## src/hdl/rse_pkg.sv

```systemverilog
// shared types and constants of the rgb sobel edge magnitude block
package rse_pkg;

  localparam int DEF_MAX_WIDTH = 2048;
  localparam int CFG_W         = 12;
  localparam int PIX_W         = 24;
  localparam int CH_W          = 8;
  localparam int ROW_W         = 13;
  localparam int GRAD_W        = 12;
  localparam int SQ_W          = 21;

  localparam logic [CFG_W-1:0] WIDTH_RESET  = 12'd640;
  localparam logic [CFG_W-1:0] HEIGHT_RESET = 12'd480;

  // register index taken from paddr[2]
  localparam logic REG_FRAME_WIDTH  = 1'b0;
  localparam logic REG_FRAME_HEIGHT = 1'b1;

  // input kind carried in tuser
  localparam logic KIND_DRAIN = 1'b1;

  typedef struct packed {
    logic accept;    // request taken, start line buffer read
    logic rd;        // shift window, write line buffer, step counters
    logic grad;      // form gx and gy
    logic square;    // form gx*gx + gy*gy
    logic root;      // one root iteration
    logic out_load;  // load output register
  } cmd_t;

  typedef struct packed {
    logic ignore;     // drain tick inside the frame
    logic emit;       // this request produces a result
    logic root_last;  // last root iteration
    logic out_busy;   // output register still held
  } status_t;

endpackage

```

## src/hdl/rse_ctrl.sv

```systemverilog
// sequencing state machine of the rgb sobel edge magnitude block
module rse_ctrl (
  input  logic             clk,
  input  logic             rst,
  input  logic             s_tvalid,
  output logic             s_tready,
  input  rse_pkg::status_t st,
  output rse_pkg::cmd_t    cmd
);
  import rse_pkg::*;

  typedef enum logic [5:0] {
    S_IDLE = 6'b000001,
    S_RD   = 6'b000010,
    S_GRAD = 6'b000100,
    S_SQ   = 6'b001000,
    S_ROOT = 6'b010000,
    S_OUT  = 6'b100000
  } state_t;

  state_t state, state_next;

  always_ff @(posedge clk) begin
    if (rst) begin
      state <= S_IDLE;
    end else begin
      state <= state_next;
    end
  end

  always_comb begin
    state_next = state;
    cmd        = '0;
    s_tready   = 1'b0;
    case (state)
      S_IDLE: begin
        s_tready = 1'b1;
        if (s_tvalid) begin
          cmd.accept = 1'b1;
          if (!st.ignore) begin
            state_next = S_RD;
          end
        end
      end
      S_RD: begin
        cmd.rd     = 1'b1;
        state_next = st.emit ? S_GRAD : S_IDLE;
      end
      S_GRAD: begin
        cmd.grad   = 1'b1;
        state_next = S_SQ;
      end
      S_SQ: begin
        cmd.square = 1'b1;
        state_next = S_ROOT;
      end
      S_ROOT: begin
        cmd.root = 1'b1;
        if (st.root_last) begin
          state_next = S_OUT;
        end
      end
      S_OUT: begin
        if (!st.out_busy) begin
          cmd.out_load = 1'b1;
          state_next   = S_IDLE;
        end
      end
      default: begin
        state_next = S_IDLE;
      end
    endcase
  end

endmodule

```

## config.mk

```make
export PLATFORM = sky130hd
export DESIGN_NAME = rse_ctrl
export DESIGN_NICKNAME = d
export VERILOG_FILES = /design/src/hdl/rse_pkg.sv /design/src/hdl/rse_ctrl.sv
export SDC_FILE = /design/constraint.sdc
export NUM_CORES = 1
export LEC_CHECK = 0
export ABC_CLOCK_PERIOD_IN_PS = 1800
export BUFFER_PORTS_ARGS = -buffer_cell sky130_fd_sc_hd__buf_2
export CAP_MARGIN = 20
export CORE_AREA = 3 3 40 42
export DETAILED_ROUTE_END_ITERATION = 6
export DIE_AREA = 0 0 43 45
export MAX_ROUTING_LAYER = met4
export PLACE_DENSITY = 0.48
export SLEW_MARGIN = 15
export SYNTH_ARGS = -nofsm -noshare
export SYNTH_HDL_FRONTEND = slang
export SYNTH_SLANG_ARGS = --single-unit
```

## constraint.sdc

```tcl
create_clock -name clk -period 1.8 [get_ports clk]
set_input_delay 0.54 -clock clk [delete_from_list [all_inputs] [get_ports clk]]
set_output_delay 0.54 -clock clk [all_outputs]
set_load 0.01 [all_outputs]
```

Word level (Yosys, flattened, before mapping). Index checks and enable logic that the tools add are counted.

Flip-flop bits (word level): 6. Bits of input ports: 7. Output and inout port bits: 7. Word-level logic and storage cells: 27.

Equal/unequal tests: 10. Multiplexer cells: 15. Reductions and logical operators: 1.

Operators with widths (number): $pmux W6 S6 (1); $mux W6 (4); $mux W1 (9); $ne A2 B2 Y1 const B (4); $eq A6 B1 Y1 const B (1); $eq A6 B2 Y1 const B (1); $eq A6 B3 Y1 const B (1); $eq A6 B4 Y1 const B (1); $eq A6 B5 Y1 const B (1); $eq A6 B6 Y1 const B (1); $reduce_and A4 Y1 (1); $mux W3 (1).

Logic depth before layout (Yosys ltp).
Depth after elaboration: 3. Depth in mapped cells: 5. Gate-level depth less buffers: 4.

Worst setup path after synthesis. OpenSTA, ideal clock, no wires.

Path kind: reg-to-output. From: reg state[1]. To: out cmd[5] (netlist bit). Data arrival time: 1.086 ns. Required time: 1.260 ns. Setup slack: 0.174 ns. Stages on the path, launching flop included: 4. Cell sequence: dfxtp_1 > nor3_4 > and3_1 > and2_1.

RTL lines: from (decl) (RTL line rse_ctrl.sv:21) `state_t state, state_next;`; from (signal assigned) (RTL line rse_ctrl.sv:27) `state <= state_next;`; to (decl) (RTL line rse_ctrl.sv:8) `output rse_pkg::cmd_t cmd`.

==> flow_summary.json <==
{
  "avgViaCountPerCell": 4.96,
  "rows": 13,
  "start_util_pct": 28.9,
  "dr_total_vias": 402,
  "yosys.area.top_type": "dfxtp_1",
  "synthTopCellsByArea": "dfxtp_1, o311ai_4, nor3b_1",
  "core_um2": 1280,
  "yosys_warnings": 0,
  "grt_start_max_net_pins": 8,
  "finalNonFillerCells": 81,
  "powerDensity_nw_per_um2": 1470,
  "synth-async-reset-ratio_pct": 0,
  "synthFlopType": "dfxtp_1",
  "peakVddDrop_v": 0.000630,
  "slew_violations": 0,
  "clock_latency_ps": 240,
  "top_layer": "met4",
  "r2r-end": "state[0]",
  "sw_frac_of_total_pct": 37.8,
  "whs_ps": 507,
  "worstPathMaxFanout": 4,
  "worstPathRequired_ps": 1260,
  "fmax_mhz": 555,
  "synthCells": 42,
  "root_buffer": "clkbuf_4",
  "ys_seq_area_share_pct": 32.3,
  "cts_buffer_depth": 2,
  "tightest_slew_ps": 294,
  "violations": "negative setup slack",
  "hpwlAfterDp_um": 676,
  "synth-edff-count": 0,
  "p_comb_share_pct": 61.8,
  "finalCriticalPeriod_ps": 1800,
  "wl_met2_um": 494,
  "dp.cells": 72,
  "fin_util_pct": 47.8,
  "status": "complete, but fails checks",
  "worstReg2RegStart": "state[1]",
  "h-tree-depth": 1,
  "synth_fp_nets": 49,
  "antenna_found_initial": 0,
  "rsz0062_at_grt": "yes",
  "crit_slowest_cell": "dfxtp_4",
  "crit_arrival_ps": 1260,
  "cp_num_buf_inv": 1,
  "synth_commonest_cells": "dfxtp_1, nor2_1, nor3b_1",
  "wl_per_cell_um": 11.9,
  "routabilityCongestion": 0.667,
  "rrSetupSlack_ps": 340,
  "fp.dieH_um": 45,
  "layout-drive-gt1-share_pct": 65.2,
  "path_delay_family": "simple AND/OR/NAND/NOR gates",
  "cts_tree": "done",
  "top_register": "state",
  "hold_violations": 0,
  "drtPass1Iterations": 2,
  "synth_cell_types": 28,
  "r2r_cells": 6,
  "min_path_type": "reg2reg",
  "cp-end-kind": "primary output",
  "fin_ws_ps": -1.72,
  "pwr-share-clk_pct": 13.1,
  "cts_hold_buf": 0,
  "grt_pass1_vias": 396,
  "reg_top3": "state: 6 flops",
  "grt_pass1_wl_um": 1660,
  "clk_pin_slew_ps": 40,
  "min_period_over_period_pct": 100,
  "die_w_um": 43,
  "n_antenna_cell": 0,
  "syn-mean-instance-area_um2": 8.85,
  "yosys.area.top_type_share_pct": 32.3,
  "route.detailed.drc": 0,
  "max_stage_delay_ps": 350,
  "pre_cts_slack_ps": 125,
  "pwr-share-seq_pct": 25.0,
  "grt-ovfl-total": 0,
  "die_area_um2": 1940,
  "io_pins": 14,
  "fin_nets": 75,
  "crit_chain": "nor3_4 > and3_4 > and2_4 > buf_6",
  "p_int_w": 0.000562,
  "cts_buffers": 3,
  "synth_most_common_cell": "dfxtp_1",
  "final.setup_skew_ps": 0.994,
  "critPathLaunchType": "flip-flop",
  "min_to": "state[1]",
  "ys_ff_latch": 6,
  "track_usage_pct": 12.1,
  "slew_headroom_pct": 80.4,
  "ant_nets": 0,
  "wl_met3_um": 36,
  "clock-sinks": 6,
  "worstHoldStart": "state[5]",
  "totalWireLength_um": 966,
  "drt-met1-wl_um": 420,
  "hold_depth": 1,
  "largest_reg_flops": 6,
  "power.switching_w": 0.000341,
  "setup_viol": 1,
  "worst-setup-path-type": "reg2out",
  "first_iter_violations": 1,
  "io_buffer_count": 13,
  "leakagePower_nw": 0.265,
  "maxCapViolCount": 0,
  "synth_area_um2": 372,
  "area_growth_pct": 65.3
}
## worst max path at each step
stage          depth (start not counted)  slack, ps     start      to
5_1_grt                                5        -90  state[1]  cmd[0]
3_5_place_dp                           4        130  state[4]  cmd[2]
3_3_place_gp                           4        130  state[4]  cmd[2]
4_1_cts                                5       -0.2  state[1]  cmd[1]
2_1_floorplan                          3        170  state[1]  cmd[5]
6_report                               4         -2  state[1]  cmd[5]
## logic make-up after synthesis
family          Yosys count  synth area share, %
xor+xnor                  1                 2.36
flops                     6                 32.3
compound gates            9                 21.2
simple gates             25                 42.8
buf+inv                   1                 1.35
## through the flow
step / power (W) / TNS, ps / cell area, µm²
finish: 0.000904 / -1.72 / 614
global route: 0.000974 / -254 / 614
CTS: 0.000801 / -0.219 / 549
detailed placement: 0.000569 / 0 / 473
global placement: 0.000583 / 0 / 473
floorplan: 0.000462 / 0 / 372
## placed cells by master, fill, tap and decap left out, types with 2 or more instances in the layout
cell	netlist	routed
buf_2	1	11
buf_4	0	8
dfxtp_2	0	4
nor2_1	4	3
clkbuf_4	0	3
buf_6	0	3
nor2_4	0	2
nor3b_2	0	2
nand4_1	2	2
a21oi_1	2	2
## area by class of cell
class / count / area (µm²)
tap: 15 / 18.8
multi-input combinational: 35 / 295
clock buffer: 3 / 22.5
timing repair buffer: 22 / 149
fill: 124 / 671
sequential: 6 / 129
## repair_timing
item,4_1_cts,5_1_grt
gates resized for setup,10,10
endpoints found under the hold margin,0,0
pin swaps,3,6
setup buffers,3,3
endpoints found under the setup margin,6,6
## layer usage
metal  track usage, %  vias up
met5                -        -
li1                 -      209
met1             14.3      183
met4             11.4        0
met3             1.99        2
met2             17.4        8
## power by group through the flow
stage | logic [W] | registers, W | clock network [W]
floorplan | 0.000257 | 0.000205 | 0
global placement | 0.000369 | 0.000214 | 0
detailed placement | 0.000357 | 0.000212 | 0
CTS | 0.000454 | 0.000220 | 0.000127
global route | 0.000613 | 0.000232 | 0.000129
finish | 0.000559 | 0.000226 | 0.000119
Note: power is estimated with default switching activity, not from simulation.
